### src/design/sfd_pkg.sv
// Shared constants for the serial frame deframer.
// No dependencies; used by sfd_payload_mem and serial_frame_deframer.
`default_nettype none

package sfd_pkg;

   // Byte and configuration widths
   localparam int BYTE_W    = 8;
   localparam int CSR_IDX_W = 8;

   // Default largest payload held in the store
   localparam int MAX_PAYLOAD_DEF = 32;

   // Configuration register indexes
   localparam logic [CSR_IDX_W-1:0] CSR_START_VALUE = 8'd0;
   localparam logic [CSR_IDX_W-1:0] CSR_END_VALUE   = 8'd1;

   // Configuration reset values
   localparam logic [BYTE_W-1:0] START_VALUE_RST = 8'd170;
   localparam logic [BYTE_W-1:0] END_VALUE_RST   = 8'd85;

   // Result kinds
   localparam logic KIND_NACK = 1'b0;
   localparam logic KIND_ACK  = 1'b1;

endpackage : sfd_pkg

`default_nettype wire

### src/design/serial_frame_deframer.sv
// Serial frame deframer top level: frame phase tracking, result register, readout.
// Depends on sfd_pkg and sfd_payload_mem.
//
// Usage:
//   req_ channel carries one received byte per transaction. Frames are three
//   start bytes, a length byte, the payload and two end bytes.
//   rsp_ channel carries results: a single NACK (kind 0, last 1) on a framing
//   error, or a run of ACK results, one per payload byte, the last one marked.
//   csr_ channel writes start_value (index 0) and end_value (index 1); it is
//   always ready and other indexes are ignored.
// Timing:
//   A byte that gives no result or a NACK leaves byte intake running; a NACK is
//   visible on rsp_ the cycle after the byte is taken. The final end byte starts
//   a readout of the payload store, each payload byte by a store read, then a load
//   of the result register once it has room; no byte is taken during the readout.
//   A single result register separates the two sides; req_ready drops while it
//   is full and not being taken, so a stalled receiver holds back the sender.
// Reset:
//   Synchronous, active high. The phase returns to hunting for the first start
//   byte, counts clear and the configuration returns to 170 and 85. The payload
//   store needs no clearing: only bytes written in the current frame are read.
`default_nettype none

module serial_frame_deframer #(
   parameter int MAX_PAYLOAD = sfd_pkg::MAX_PAYLOAD_DEF
) (
   input  wire logic                          clock,
   input  wire logic                          reset,
   // Received bytes
   input  wire logic                          req_valid,
   output logic                               req_ready,
   input  wire logic [sfd_pkg::BYTE_W-1:0]    req_rx_byte,
   // Results
   output logic                               rsp_valid,
   input  wire logic                          rsp_ready,
   output logic                               rsp_kind,
   output logic      [sfd_pkg::BYTE_W-1:0]    rsp_payload_byte,
   output logic                               rsp_byte_valid,
   output logic                               rsp_last,
   // Configuration
   input  wire logic                          csr_valid,
   output logic                               csr_ready,
   input  wire logic [sfd_pkg::CSR_IDX_W-1:0] csr_index,
   input  wire logic [sfd_pkg::BYTE_W-1:0]    csr_wdata
);

   localparam int ADDR_W = (MAX_PAYLOAD > 1) ? $clog2(MAX_PAYLOAD) : 1;
   localparam int CNT_W  = $clog2(MAX_PAYLOAD + 1);
   localparam logic [sfd_pkg::BYTE_W-1:0] MAX_BYTE = sfd_pkg::BYTE_W'(MAX_PAYLOAD);
   localparam logic [CNT_W-1:0]           MAX_CNT  = CNT_W'(MAX_PAYLOAD);

   // Frame phases
   localparam logic [2:0] PH_START1 = 3'd0;
   localparam logic [2:0] PH_START2 = 3'd1;
   localparam logic [2:0] PH_START3 = 3'd2;
   localparam logic [2:0] PH_LEN    = 3'd3;
   localparam logic [2:0] PH_DATA   = 3'd4;
   localparam logic [2:0] PH_END1   = 3'd5;
   localparam logic [2:0] PH_END2   = 3'd6;

   // Control states
   localparam logic [1:0] CTL_RUN  = 2'd0;
   localparam logic [1:0] CTL_READ = 2'd1;
   localparam logic [1:0] CTL_LOAD = 2'd2;

   logic [sfd_pkg::BYTE_W-1:0] start_value_ff, start_value_in;
   logic [sfd_pkg::BYTE_W-1:0] end_value_ff, end_value_in;
   logic [2:0]                 phase_ff, phase_in;
   logic [CNT_W-1:0]           exp_len_ff, exp_len_in;
   logic [CNT_W-1:0]           count_ff, count_in;
   logic [CNT_W-1:0]           rd_idx_ff, rd_idx_in;
   logic [1:0]                 ctl_ff, ctl_in;

   logic                       rsp_valid_ff, rsp_valid_in;
   logic                       rsp_kind_ff, rsp_kind_in;
   logic [sfd_pkg::BYTE_W-1:0] rsp_byte_ff, rsp_byte_in;
   logic                       rsp_bvalid_ff, rsp_bvalid_in;
   logic                       rsp_last_ff, rsp_last_in;

   logic                       slot_free;
   logic                       req_fire;
   logic                       is_start;
   logic                       is_end;
   logic [CNT_W-1:0]           count_inc;
   logic                       mem_wr_en;
   logic                       mem_rd_en;
   logic [sfd_pkg::BYTE_W-1:0] mem_rd_data;
   logic                       rd_last;

   // Configuration port is always ready
   assign csr_ready = 1'b1;

   always_comb begin
      start_value_in = start_value_ff;
      end_value_in   = end_value_ff;
      if (csr_valid) begin
         if (csr_index == sfd_pkg::CSR_START_VALUE) begin
            start_value_in = csr_wdata;
         end else if (csr_index == sfd_pkg::CSR_END_VALUE) begin
            end_value_in = csr_wdata;
         end
      end
   end

   // Handshake and byte decode; a start match takes priority over an end match
   assign slot_free = !rsp_valid_ff || rsp_ready;
   assign req_ready = (ctl_ff == CTL_RUN) && slot_free;
   assign req_fire  = req_valid && req_ready;
   assign is_start  = (req_rx_byte == start_value_ff);
   assign is_end    = !is_start && (req_rx_byte == end_value_ff);
   assign count_inc = (count_ff < MAX_CNT) ? count_ff + CNT_W'(1) : count_ff;
   assign rd_last   = ((rd_idx_ff + CNT_W'(1)) == count_ff);

   // Frame phase tracking, readout sequencing and result register
   always_comb begin
      phase_in      = phase_ff;
      exp_len_in    = exp_len_ff;
      count_in      = count_ff;
      rd_idx_in     = rd_idx_ff;
      ctl_in        = ctl_ff;
      mem_wr_en     = 1'b0;
      mem_rd_en     = 1'b0;
      rsp_valid_in  = rsp_valid_ff && !rsp_ready;
      rsp_kind_in   = rsp_kind_ff;
      rsp_byte_in   = rsp_byte_ff;
      rsp_bvalid_in = rsp_bvalid_ff;
      rsp_last_in   = rsp_last_ff;

      unique case (ctl_ff)
         CTL_RUN: begin
            if (req_fire) begin
               // Default to a NACK; arms that give no result clear it
               rsp_valid_in  = 1'b1;
               rsp_kind_in   = sfd_pkg::KIND_NACK;
               rsp_byte_in   = '0;
               rsp_bvalid_in = 1'b0;
               rsp_last_in   = 1'b1;
               unique case (phase_ff)
                  PH_START2, PH_START3: begin
                     if (is_start) begin
                        phase_in     = phase_ff + 3'd1;
                        count_in     = '0;
                        rsp_valid_in = 1'b0;
                     end else begin
                        phase_in = PH_START1;
                     end
                  end
                  PH_LEN: begin
                     if (is_start) begin
                        phase_in     = PH_START1;
                        count_in     = '0;
                        rsp_valid_in = 1'b0;
                     end else if (is_end || (req_rx_byte > MAX_BYTE)) begin
                        phase_in = PH_START1;
                     end else begin
                        exp_len_in   = CNT_W'(req_rx_byte);
                        phase_in     = PH_DATA;
                        rsp_valid_in = 1'b0;
                     end
                  end
                  PH_DATA: begin
                     if (is_start) begin
                        count_in = '0;
                     end else if (is_end) begin
                        phase_in = PH_START1;
                     end else begin
                        mem_wr_en    = (count_ff < MAX_CNT);
                        count_in     = count_inc;
                        rsp_valid_in = 1'b0;
                        if (count_inc >= exp_len_ff || count_inc >= MAX_CNT) begin
                           phase_in = PH_END1;
                        end
                     end
                  end
                  PH_END1: begin
                     if (is_end) begin
                        phase_in     = PH_END2;
                        rsp_valid_in = 1'b0;
                     end else begin
                        phase_in = PH_START1;
                     end
                  end
                  PH_END2: begin
                     phase_in = PH_START1;
                     if (is_end) begin
                        // Start the payload readout
                        rsp_valid_in = 1'b0;
                        rd_idx_in    = '0;
                        ctl_in       = CTL_READ;
                     end
                  end
                  default: begin
                     if (is_start) begin
                        phase_in     = PH_START2;
                        count_in     = '0;
                        rsp_valid_in = 1'b0;
                     end else begin
                        phase_in = PH_START1;
                     end
                  end
               endcase
            end
         end
         CTL_READ: begin
            // Issue the store read for the next payload byte
            mem_rd_en = 1'b1;
            ctl_in    = CTL_LOAD;
         end
         CTL_LOAD: begin
            // Load the ACK once the result register has room
            if (slot_free) begin
               rsp_valid_in  = 1'b1;
               rsp_kind_in   = sfd_pkg::KIND_ACK;
               rsp_byte_in   = mem_rd_data;
               rsp_bvalid_in = 1'b1;
               rsp_last_in   = rd_last;
               if (rd_last) begin
                  ctl_in = CTL_RUN;
               end else begin
                  rd_idx_in = rd_idx_ff + CNT_W'(1);
                  ctl_in    = CTL_READ;
               end
            end
         end
         default: begin
            ctl_in = CTL_RUN;
         end
      endcase
   end

   always_ff @(posedge clock) begin
      if (reset) begin
         start_value_ff <= sfd_pkg::START_VALUE_RST;
         end_value_ff   <= sfd_pkg::END_VALUE_RST;
         phase_ff       <= PH_START1;
         exp_len_ff     <= '0;
         count_ff       <= '0;
         rd_idx_ff      <= '0;
         ctl_ff         <= CTL_RUN;
         rsp_valid_ff   <= 1'b0;
      end else begin
         start_value_ff <= start_value_in;
         end_value_ff   <= end_value_in;
         phase_ff       <= phase_in;
         exp_len_ff     <= exp_len_in;
         count_ff       <= count_in;
         rd_idx_ff      <= rd_idx_in;
         ctl_ff         <= ctl_in;
         rsp_valid_ff   <= rsp_valid_in;
      end
   end

   // Result payload needs no reset
   always_ff @(posedge clock) begin
      rsp_kind_ff   <= rsp_kind_in;
      rsp_byte_ff   <= rsp_byte_in;
      rsp_bvalid_ff <= rsp_bvalid_in;
      rsp_last_ff   <= rsp_last_in;
   end

   sfd_payload_mem #(
      .DEPTH  (MAX_PAYLOAD),
      .ADDR_W (ADDR_W)
   ) u_payload_mem (
      .clock   (clock),
      .wr_en   (mem_wr_en),
      .wr_addr (count_ff[ADDR_W-1:0]),
      .wr_data (req_rx_byte),
      .rd_en   (mem_rd_en),
      .rd_addr (rd_idx_ff[ADDR_W-1:0]),
      .rd_data (mem_rd_data)
   );

   assign rsp_valid        = rsp_valid_ff;
   assign rsp_kind         = rsp_kind_ff;
   assign rsp_payload_byte = rsp_byte_ff;
   assign rsp_byte_valid   = rsp_bvalid_ff;
   assign rsp_last         = rsp_last_ff;

endmodule : serial_frame_deframer

`default_nettype wire

### src/design/sfd_payload_mem.sv
// Payload store: one write port, one read port, read data registered.
// Depends on sfd_pkg for the byte width.
`default_nettype none

module sfd_payload_mem #(
   parameter int DEPTH  = sfd_pkg::MAX_PAYLOAD_DEF,
   parameter int ADDR_W = (DEPTH > 1) ? $clog2(DEPTH) : 1
) (
   input  wire logic                      clock,
   input  wire logic                      wr_en,
   input  wire logic [ADDR_W-1:0]         wr_addr,
   input  wire logic [sfd_pkg::BYTE_W-1:0] wr_data,
   input  wire logic                      rd_en,
   input  wire logic [ADDR_W-1:0]         rd_addr,
   output logic      [sfd_pkg::BYTE_W-1:0] rd_data
);

   logic [sfd_pkg::BYTE_W-1:0] mem_ff [DEPTH];
   logic [sfd_pkg::BYTE_W-1:0] rd_data_ff;

   // Write the incoming payload byte
   always_ff @(posedge clock) begin
      if (wr_en) begin
         mem_ff[wr_addr] <= wr_data;
      end
   end

   // Registered read; hold the data between reads
   always_ff @(posedge clock) begin
      if (rd_en) begin
         rd_data_ff <= mem_ff[rd_addr];
      end
   end

   assign rd_data = rd_data_ff;

endmodule : sfd_payload_mem

`default_nettype wire

### config.mk
export PLATFORM = sky130hd
export DESIGN_NAME = serial_frame_deframer
export DESIGN_NICKNAME = d
export VERILOG_FILES = /design/src/design/sfd_pkg.sv /design/src/design/serial_frame_deframer.sv /design/src/design/sfd_payload_mem.sv
export SDC_FILE = /design/constraint.sdc
export NUM_CORES = 1
export LEC_CHECK = 0
export ABC_CLOCK_PERIOD_IN_PS = 4930
export BUFFER_PORTS_ARGS = -buffer_cell sky130_fd_sc_hd__clkbuf_2
export CORE_ASPECT_RATIO = 1.4
export CORE_UTILIZATION = 66
export DETAILED_ROUTE_END_ITERATION = 7
export PLACE_DENSITY = 0.84
export SYNTH_ARGS = -nofsm -noshare
export SYNTH_HDL_FRONTEND = slang
export SYNTH_SLANG_ARGS = --single-unit
### constraint.sdc
create_clock -name clock -period 4.93 [get_ports clock]
set_input_delay 0 -clock clock [delete_from_list [all_inputs] [get_ports clock]]
set_output_delay 0 -clock clock [all_outputs]
set_load 0.01 [all_outputs]
=== Word level (Yosys, flattened, before mapping) ===
Memory sizes are Yosys's and may differ from the RTL's. A register that Yosys moved wholly into a read port is not among the register bits.
Index checks and enable logic that the tools add are counted.

* Bits in registers: 50
* Output and inout port bits: 14
* Memory bits (writable): 256
* Memories kept: 1

{| class="wikitable"
|+ Memories
! name !! words !! bits a word !! read ports !! clocked after Yosys merged registers in !! write ports !! line !! source
|-
| u_payload_mem.mem_ff || 32 || 8 || 1 || 1 || 1 || sfd_payload_mem.sv:18 || <nowiki>logic [sfd_pkg::BYTE_W-1:0] mem_ff [DEPTH];</nowiki>
|}

* Order comparisons: 4
* Equal/unequal tests: 20
* Reduce and logical (&&, ||, !) cells: 24
* Bitwise logic cells: 4
* Mux-type cells: 53
* $add $sub $neg: 3

{| class="wikitable"
|+ Operators with widths
! cell !! number
|-
| two-way mux 6 bit || 9
|-
| one-hot mux 6 bit (2 select lines) || 2
|-
| two-way mux 1 bit || 22
|-
| two-way mux 3 bit || 7
|-
| == test 8 bit || 2
|-
| two-way mux 8 bit || 2
|-
| one-hot mux 8 bit (2 select lines) || 1
|-
| one-hot mux 3 bit (5 select lines) || 1
|-
| adder 6 x 1 -> 6 bit (second input constant) || 2
|-
| inequality test 2 bit (second input constant) || 6
|-
| AND reduction 5 bit || 2
|-
| == test 3 bit (second input constant) || 3
|-
| == test 8 x 1 -> 1 bit (second input constant) || 1
|-
| > comparator 8 x 6 -> 1 bit (second input constant) || 1
|-
| logical NOT 8 bit || 1
|-
| two-way mux 2 bit || 4
|-
| AND reduction 4 bit || 2
|-
| == test 3 x 2 -> 1 bit (second input constant) || 2
|-
| == test 6 bit || 1
|-
| greater-or-equal comparator 6 bit || 1
|-
| greater-or-equal comparator 6 bit (second input constant) || 1
|-
| less-than comparator 6 bit (second input constant) || 1
|-
| one-hot mux 1 bit (2 select lines) || 3
|-
| one-hot mux 2 bit (3 select lines) || 1
|-
| 17 further kinds || 30
|}

=== Logic depth before layout (Yosys ltp) ===
Gate-level depths: netlist (run 1).

* Word-level depth: 10
* Mapped depth: 10
* Gate-level depth less buffers: 10

=== Hierarchy ===
From an unflattened synthesis (run 1), not the netlist that was laid out.

* Cells, all modules: 727
* Area total of the unflattened synthesis: 12,974.9 µm²

{| class="wikitable"
|+ Modules (own cells, without submodules)
! module !! area each (µm²) !! seq. area each (µm²) !! cells an instance !! times used
|-
| sfd_payload_mem || 10,133.5 || 7,927.6 || 417 || 1
|-
| serial_frame_deframer || 2,841.5 || 1,101.1 || 310 || 1
|}

=== Worst setup path after synthesis (run 1) ===
No wires, ideal clock.

* Path type: register to register
* Start: reg rd_idx_ff[0]
* End: reg u_payload_mem.rd_data_ff (netlist bit u_payload_mem.rd_data[7]) (read register of u_payload_mem.mem_ff) (data pin)
* Cell stages (with the launch flop): 6
* Path buffers: 2
* Data required time: 4.670 ns
* Clock period less this slack: 2.480 ns
* Arrival time: 2.220 ns
* Library setup time: 0.260 ns
* Setup slack: 2.450 ns
* Cells stage by stage: dfxtp_1 buf_6 clkbuf_1 mux4_2 mux4_2 mux2_2

{| class="wikitable"
|+ RTL lines
! what !! line !! source
|-
| from (decl) || serial_frame_deframer.sv:71 || <nowiki>logic [CNT_W-1:0] rd_idx_ff, rd_idx_in;</nowiki>
|-
| from (signal assigned) || serial_frame_deframer.sv:247 || <nowiki>rd_idx_ff <= rd_idx_in;</nowiki>
|-
| to (decl) || sfd_payload_mem.sv:19 || <nowiki>logic [sfd_pkg::BYTE_W-1:0] rd_data_ff;</nowiki>
|}

=== Worst setup path in the final report (run 1) ===
* Start: reg rsp_valid_ff, in the netlist rsp_valid
* End: mem u_payload_mem.mem_ff[23][4] (netlist bit), enable pin

* Longest elaborated chain between the ends: 8

{| class="wikitable"
|+ RTL lines
! what !! line !! source
|-
| from (decl) || serial_frame_deframer.sv:74 || <nowiki>logic rsp_valid_ff, rsp_valid_in;</nowiki>
|-
| from (signal assigned) || serial_frame_deframer.sv:249 || <nowiki>rsp_valid_ff <= rsp_valid_in;</nowiki>
|-
| logical NOT 1 bit || serial_frame_deframer.sv:106 || <nowiki>assign slot_free = !rsp_valid_ff || rsp_ready;</nowiki>
|-
| logical OR 1 bit || serial_frame_deframer.sv:106 ||
|-
| logical AND 1 bit || serial_frame_deframer.sv:107 || <nowiki>assign req_ready = (ctl_ff == CTL_RUN) && slot_free;</nowiki>
|-
| logical AND 1 bit || serial_frame_deframer.sv:108 || <nowiki>assign req_fire = req_valid && req_ready;</nowiki>
|-
| two-way mux 1 bit || serial_frame_deframer.sv:131 || <nowiki>if (req_fire) begin</nowiki>
|-
| two-way mux 1 bit || serial_frame_deframer.sv:129 || <nowiki>unique case (ctl_ff)</nowiki>
|-
| two-way mux 1 bit || sfd_payload_mem.sv:23 || <nowiki>if (wr_en) begin</nowiki>
|-
| two-way mux 1 bit (not written as such) || sfd_payload_mem.sv:24 || <nowiki>mem_ff[wr_addr] <= wr_data;</nowiki>
|-
| to (decl) || sfd_payload_mem.sv:18 ||
|}

Every way passes these cells.

==> reports/metrics.yaml, run 1 <==
global_route:
  overflow: 0
  grt_antenna_before_repair: 0
  grt_max_degree: 37
  grt_pass1_wl_mm: 43.3
  grt_usage_pct: 29.4
  grt_pass1_vias: 7148
placement:
  gp_congestion: 1.01
  placed_cells: 972
  dpl_worst_slack_ns: 1.71
  io_buffers: 41
  dp_hpwl_mm: 17.9
  post_dp_cell_area_mm2: 0.0133
routing:
  num_vias: 6896
  routedWlPerCell_um: 26.9
  avgViaCountPerCell: 6.64
  dr.pass1.iters: 5
  route.met2.wl_mm: 15.1
  drt-initial-drc-count: 640
  routed_wl_mm: 27.9
  m1WireLength_mm: 9.88
  drc: 0
  topRoutingLayerUsed: "met4"
  dr_wl_met3_mm: 1.97
  antenna_left: 0
setup_path:
  required_ns: 5.09
  cp.arrival_ns: 3.40
  start_kind: "register"
  critPathKind: "register to register"
  slowest_delay_ns: 0.76
  worstPathCellList: "nor2b_1, nor4b_1, a21bo_2, nor3_1, nand2_1, nor2_1"
  slowest_stage: "nor2_1"
  critPathMaxFanout: 8
  endpoint_kind: "register"
clocking:
  clkSlewWorstSetupHoldPaths_ns: 0.07
  cts_post_setup_buffers_inserted: 0
  h-tree-depth: 1
  clock-sinks: 314
  ctsLongestPathBuffers: 3
  numCtsBuffers: 28
  cts_tree: "done"
  clk_latency_ns: 0.54
  cts-root-buf: "clkbuf_16"
yosys:
  yosysWarnings: 0
  netlist_instances: 709
  muxShareOfSynthArea_pct: 16.8
  synth_cell_type_count: 58
  synth_flop_cell: "edfxtp_1"
  synth-xor-area-share_pct: 1.89
  synth_top_area_share_pct: 63.5
  synth_area_leaders: "edfxtp_1 64%, mux4_2 14%, dfxtp_1 6.2%"
  syn-num-nets: 754
  ys_seq_area_share_pct: 69.7
  yosysTopAreaCell: "edfxtp_1"
  ys_ff_latch: 314
  synth-compound-area-share_pct: 3.03
  async_flop_share_pct: 0
  yosys.area_share.simple_pct: 5.07
  synth_area_per_cell_um2: 18.3
  synth-edff-count: 274
  syn_area_mm2: 0.0130
  synth_top_family_by_area: "multiplexers"
  synth_adder_area_share_pct: 1.55
die:
  die_w_um: 120
  num_rows: 60
  die_h_um: 168
  initial_core_util_pct: 67.4
  dieArea_mm2: 0.0202
  core_area_mm2: 0.0192
  io_pins: 43
sta:
  finalClockSkew_ns: 0.0192
  setup_viol: 0
  finalSetupTns_ns: 0
  fmax_mhz: 309
  holdWs_ns: 0.0213
  fin_crit_sh_pct: 65.7
  postLayoutSetupSlackWorst_ns: 1.69
  maxSlewHeadroom_pct: 20.2
  finalHoldViolations: 0
  worstMarginPinSlew_ns: 1.20
  finalCriticalPeriod_ns: 3.24
  rsz0062_at_grt: "false"
  drv_slew: 0
cells_and_area:
  fin_cells: 1038
  diodes: 0
  finish.instance_area_mm2: 0.0144
  n_fill_cell: 1117
  layout_common_cells: "274 x edfxtp_1, 80 x mux4_2, 59 x nor2_1, 41 x clkbuf_2, 38 x dfxtp_1"
  area_delta_synth_final_pct: 10.9
  nNetsFinal: 813
  drive_gt1_share_pct: 24.1
  final_common_cell: "edfxtp_1"
power_and_ir_drop:
  power_leakage_nw: 4.60
  powerDensity_mw_per_mm2: 357
  peakVddDrop_uv: 398
min_path:
  hp-class: "input pin to register"
status:
  outcome: "completed"
run:
  cap_violations: 0
-- synth_stat cells, types with 2 or more instances --
cell and number:
xor2_1 13, a21o_1 3, edfxtp_1 274, buf_1 7, a221oi_1 3, nand2_1 25
buf_4 6, o221ai_1 2, a2111oi_0 2, nor3_1 7, or4_1 2, inv_1 13
o2111ai_1 2, a21oi_1 8, xnor2_1 15, nor4_1 5, a211o_1 2, ha_1 16
and2_1 10, buf_6 5, o21ai_0 7, mux2_2 11, nor4b_1 3, nand4_1 3
o311ai_0 2, dfxtp_1 40, nand3b_1 4, a22o_1 5, a22o_2 2, mux2i_1 25
clkbuf_1 13, or3_1 2, nor2_1 59, o21bai_1 2, nand3_1 7, nor2b_1 3
mux4_2 80
-- layout make-up --
class                           instances  area [um^2]  share of cell area [%]
Clock inverter                         16          133                   0.923
Clock buffer                           36          752                    5.23
Sequential cell                       314         9030                    62.9
Timing Repair Buffer                   62          410                    2.86
Tap cell                              248          310                    2.16
Multi-Input combinational cell        348         3670                    25.6
Inverter                               14         52.6                   0.366
-- layer usage --
metal	GRT usage, %	up-vias
met5	0	-
met4	9.18	0
met3	3.32	71
met2	52.5	385
met1	38.0	3491
li1	-	2949
-- critical path, delay by kind of cell (launching register included) --
kind            cells  cell delay, ns
compound gates      1            0.33
simple gates        5            2.21
flops               1            0.32
-- registers in the layout, summed over array words and instances, names as in the netlist, 2 cells and up --
register,cells
u_payload_mem.mem_ff,256
end_value_ff,8
rsp_payload_byte,8
start_value_ff,8
u_payload_mem.rd_data,8
count_ff,6
exp_len_ff,6
rd_idx_ff,6
phase_ff,3
ctl_ff,2
-- per-stage QoR --
stage                     power (W)  util, %
after floorplan             0.00300        -
after global placement      0.00307     69.4
after detailed placement    0.00307     69.4
after CTS                   0.00515     74.8
after global routing        0.00525     74.8
final                       0.00514     74.8
-- report_power, final --
group,switching (W),total [W],leakage (nW),internal [W]
Combinational,0.0000901,0.000130,1.37,0.0000398
Clock,0.000924,0.00211,0.437,0.00118
Sequential,0.00000559,0.00290,2.79,0.00289
Total,0.00102,0.00514,4.60,0.00412
-- worst paths after layout --
check / from / end / slack (ns) / cells past startpoint
setup / recovery: rsp_valid / u_payload_mem.mem_ff[23][4] / 1.69 / 6
hold / removal: csr_index[0] / start_value_ff[7] / 0.02 / 4
setup reg to reg: rsp_valid / u_payload_mem.mem_ff[23][4] / 1.69 / 6
hold reg to reg: exp_len_ff[3] / exp_len_ff[3] / 0.51 / 2
-- cells by family after synthesis --
group	Yosys count
other	1
DFF	314
adders and majority gates	16
muxes	116
AOI/OAI and AO/OA	51
xor gates and xnor gates	28
and+or+nand+nor	136
buffers and inverters	47
-- timing repair --
item,4_1_cts,5_1_grt
hold endpoints to repair,33,0
gates resized for setup,0,0
hold buffers,14,0
Power figures use the tool's default switching activity.
==> inputs of run 2 (changes only) <==
Settings changed: ABC_CLOCK_PERIOD_IN_PS 4930 to 3240, CORE_UTILIZATION 66 to 62, PLACE_DENSITY 0.84 to 0.8.
Clock period 4.93 ns to 3.24 ns, I/O delays scaled along.
==> run 2 against run 1 <==
Global-route usage is 1.7 points lower. Maximum frequency rose by 6.7%. Worst hold slack better by 0.017 ns. Via count grew 0.42%. Power increased by 50%. Die area is 6.4% higher. Final cell count grew 3.7%. Design area grew 1.7%.
==> reports/metrics.yaml, run 2 (synthesized netlist as in run 1, its figures left out) <==
sta:
  finalSetupTns_ns: 0  # unchanged
  holdWs_ns: 0.0380  # +0.0167 ns
  maxSlewHeadroom_pct: 35.3  # +15 points
  setup_viol: 0  # unchanged
  finalCriticalPeriod_ns: 3.04  # -0.204 ns
  rsz0062_at_grt: "false"
  fmax_mhz: 329  # +6.7%
  fin_crit_sh_pct: 93.7  # +28 points
  worstMarginPinSlew_ns: 0.967  # -0.229 ns
  finalClockSkew_ns: 0.0176  # -0.00168 ns
  finalHoldViolations: 0  # unchanged
  drv_slew: 0  # unchanged
routing:
  routedWlPerCell_um: 25.9  # -3.7%
  routed_wl_mm: 27.9  # -0.21%
  num_vias: 6925  # +0.42%
  drc: 0  # unchanged
  drt-initial-drc-count: 719  # +12%
  antenna_left: 0  # unchanged
  dr.pass1.iters: 5  # unchanged
  avgViaCountPerCell: 6.44  # -3.1%
setup_path:
  cp.arrival_ns: 3.20  # -0.20 ns
  critPathKind: "register to register"
  critPathMaxFanout: 8  # unchanged
  endpoint_kind: "register"
  start_kind: "register"
  required_ns: 3.41  # -1.68 ns
global_route:
  grt_antenna_before_repair: 0  # unchanged
  grt_usage_pct: 27.8  # -1.7 points
  overflow: 0  # unchanged
  grt_max_degree: 41  # +11%
  grt_pass1_vias: 7162  # +0.20%
  grt_pass1_wl_mm: 43.1  # -0.42%
clocking:
  h-tree-depth: 1  # unchanged
  ctsLongestPathBuffers: 3  # unchanged
  cts_tree: "done"
  clock-sinks: 314  # unchanged
  cts_post_setup_buffers_inserted: 0  # unchanged
  clkSlewWorstSetupHoldPaths_ns: 0.07  # about the same
  numCtsBuffers: 26  # -7.1%
  clk_latency_ns: 0.54  # about the same
  cts-root-buf: "clkbuf_16"
cells_and_area:
  n_fill_cell: 1247  # +12%
  nNetsFinal: 845  # +3.9%
  largest_reg_flops: 256  # unchanged
  regMostFlops: "u_payload_mem.mem_ff"
  layout_common_cells: "274 x edfxtp_1, 80 x mux4_2, 59 x nor2_1, 41 x clkbuf_2"
  area_delta_synth_final_pct: 12.7
  utilization_pct: 71.3  # -3.4 points
  diodes: 0  # unchanged
  drive_gt1_share_pct: 27.4  # +3.4 points
  final_common_cell: "edfxtp_1"
die:
  die_h_um: 173  # +3.1%
  num_rows: 62  # +3.3%
  die_w_um: 124  # +3.1%
  initial_core_util_pct: 63.3  # -4.2 points
  dieArea_mm2: 0.0215  # +6.4%
  core_area_mm2: 0.0205  # +6.6%
  io_pins: 43  # unchanged
power_and_ir_drop:
  power_w: 0.00768  # +50%
  powerDensity_mw_per_mm2: 526  # +47%
  power_leakage_nw: 4.76  # +3.4%
  peakVddDrop_uv: 552  # +39%
placement:
  dp_hpwl_mm: 18.3  # +2.2%
  io_buffers: 41  # unchanged
  gp_congestion: 0.936  # -7.5%
status:
  outcome: "completed"
min_path:
  hp-class: "input pin to register"
run:
  cap_violations: 0  # unchanged
[run 2: changes by cell type in the layout (fill, tap and decap cells not counted), sizes merged]
cell	previous run	this run
clkinvlp	0	2
inv	14	13
buf	7	41
clkinv	14	12
clkbuf	77	74
[run 2: per-stage QoR]
stage,instances,worst slack [ns],area (um^2)
CTS,1076,0.320,14600
global route,1076,0.0248,14600
global placement,1014,0.494,13600
finish,1076,0.204,14600
detailed placement,1014,0.345,13600
floorplan,709,0.760,13000
[run 2: cell type report]
| class | count | area (um^2) | area share, % |
|---|---|---|---|
| clock buffers | 33 | 708 | 4.85 |
| clock inverters | 15 | 126 | 0.865 |
| inverters | 14 | 52.6 | 0.360 |
| multi-input cells | 348 | 3670 | 25.2 |
| flip-flops and latches | 314 | 9030 | 61.8 |
| well taps | 256 | 320 | 2.19 |
| repair buffers | 96 | 691 | 4.73 |
[run 2: layer usage]
layer  share of wire (%)  vias to the layer above  wire, um  track usage [%]
li1                    -                     3009         -                -
met1                  37                     3543     10200             36.8
met2                  54                      313     14900             46.9
met3                 6.0                       60      1660             3.23
met4                 3.9                        0      1090             10.8
met5                   0                        -         0                0
[run 2: critical path, stage by stage, from the launching register on]
cell and delay (ns):
dfxtp_1 0.31, nor2b_1 0.18, nor4b_1 0.41, a21bo_2 0.33, nor3_1 0.39, nand2_1 0.41
nor2_1 0.64
[run 2: final timing paths]
check	startpoint	endpoint	slack, ns	depth (start not counted)
setup / recovery	rsp_valid	u_payload_mem.mem_ff[24][3]	0.20	6
hold / removal	csr_index[0]	start_value_ff[7]	0.04	4
setup reg to reg	rsp_valid	u_payload_mem.mem_ff[24][3]	0.20	6
hold reg to reg	end_value_ff[4]	end_value_ff[4]	0.50	2
[run 2: power by group]
| part | total [W] | internal (W) | switching (W) |
|---|---|---|---|
| registers | 0.00440 | 0.00440 | 0.00000737 |
| clock network | 0.00307 | 0.00171 | 0.00137 |
| logic | 0.000203 | 0.0000666 | 0.000136 |
[run 2: repair_timing]
item	CTS	global route
endpoints found under the hold margin	31	0
hold buffers	14	0
resized for setup	0	0
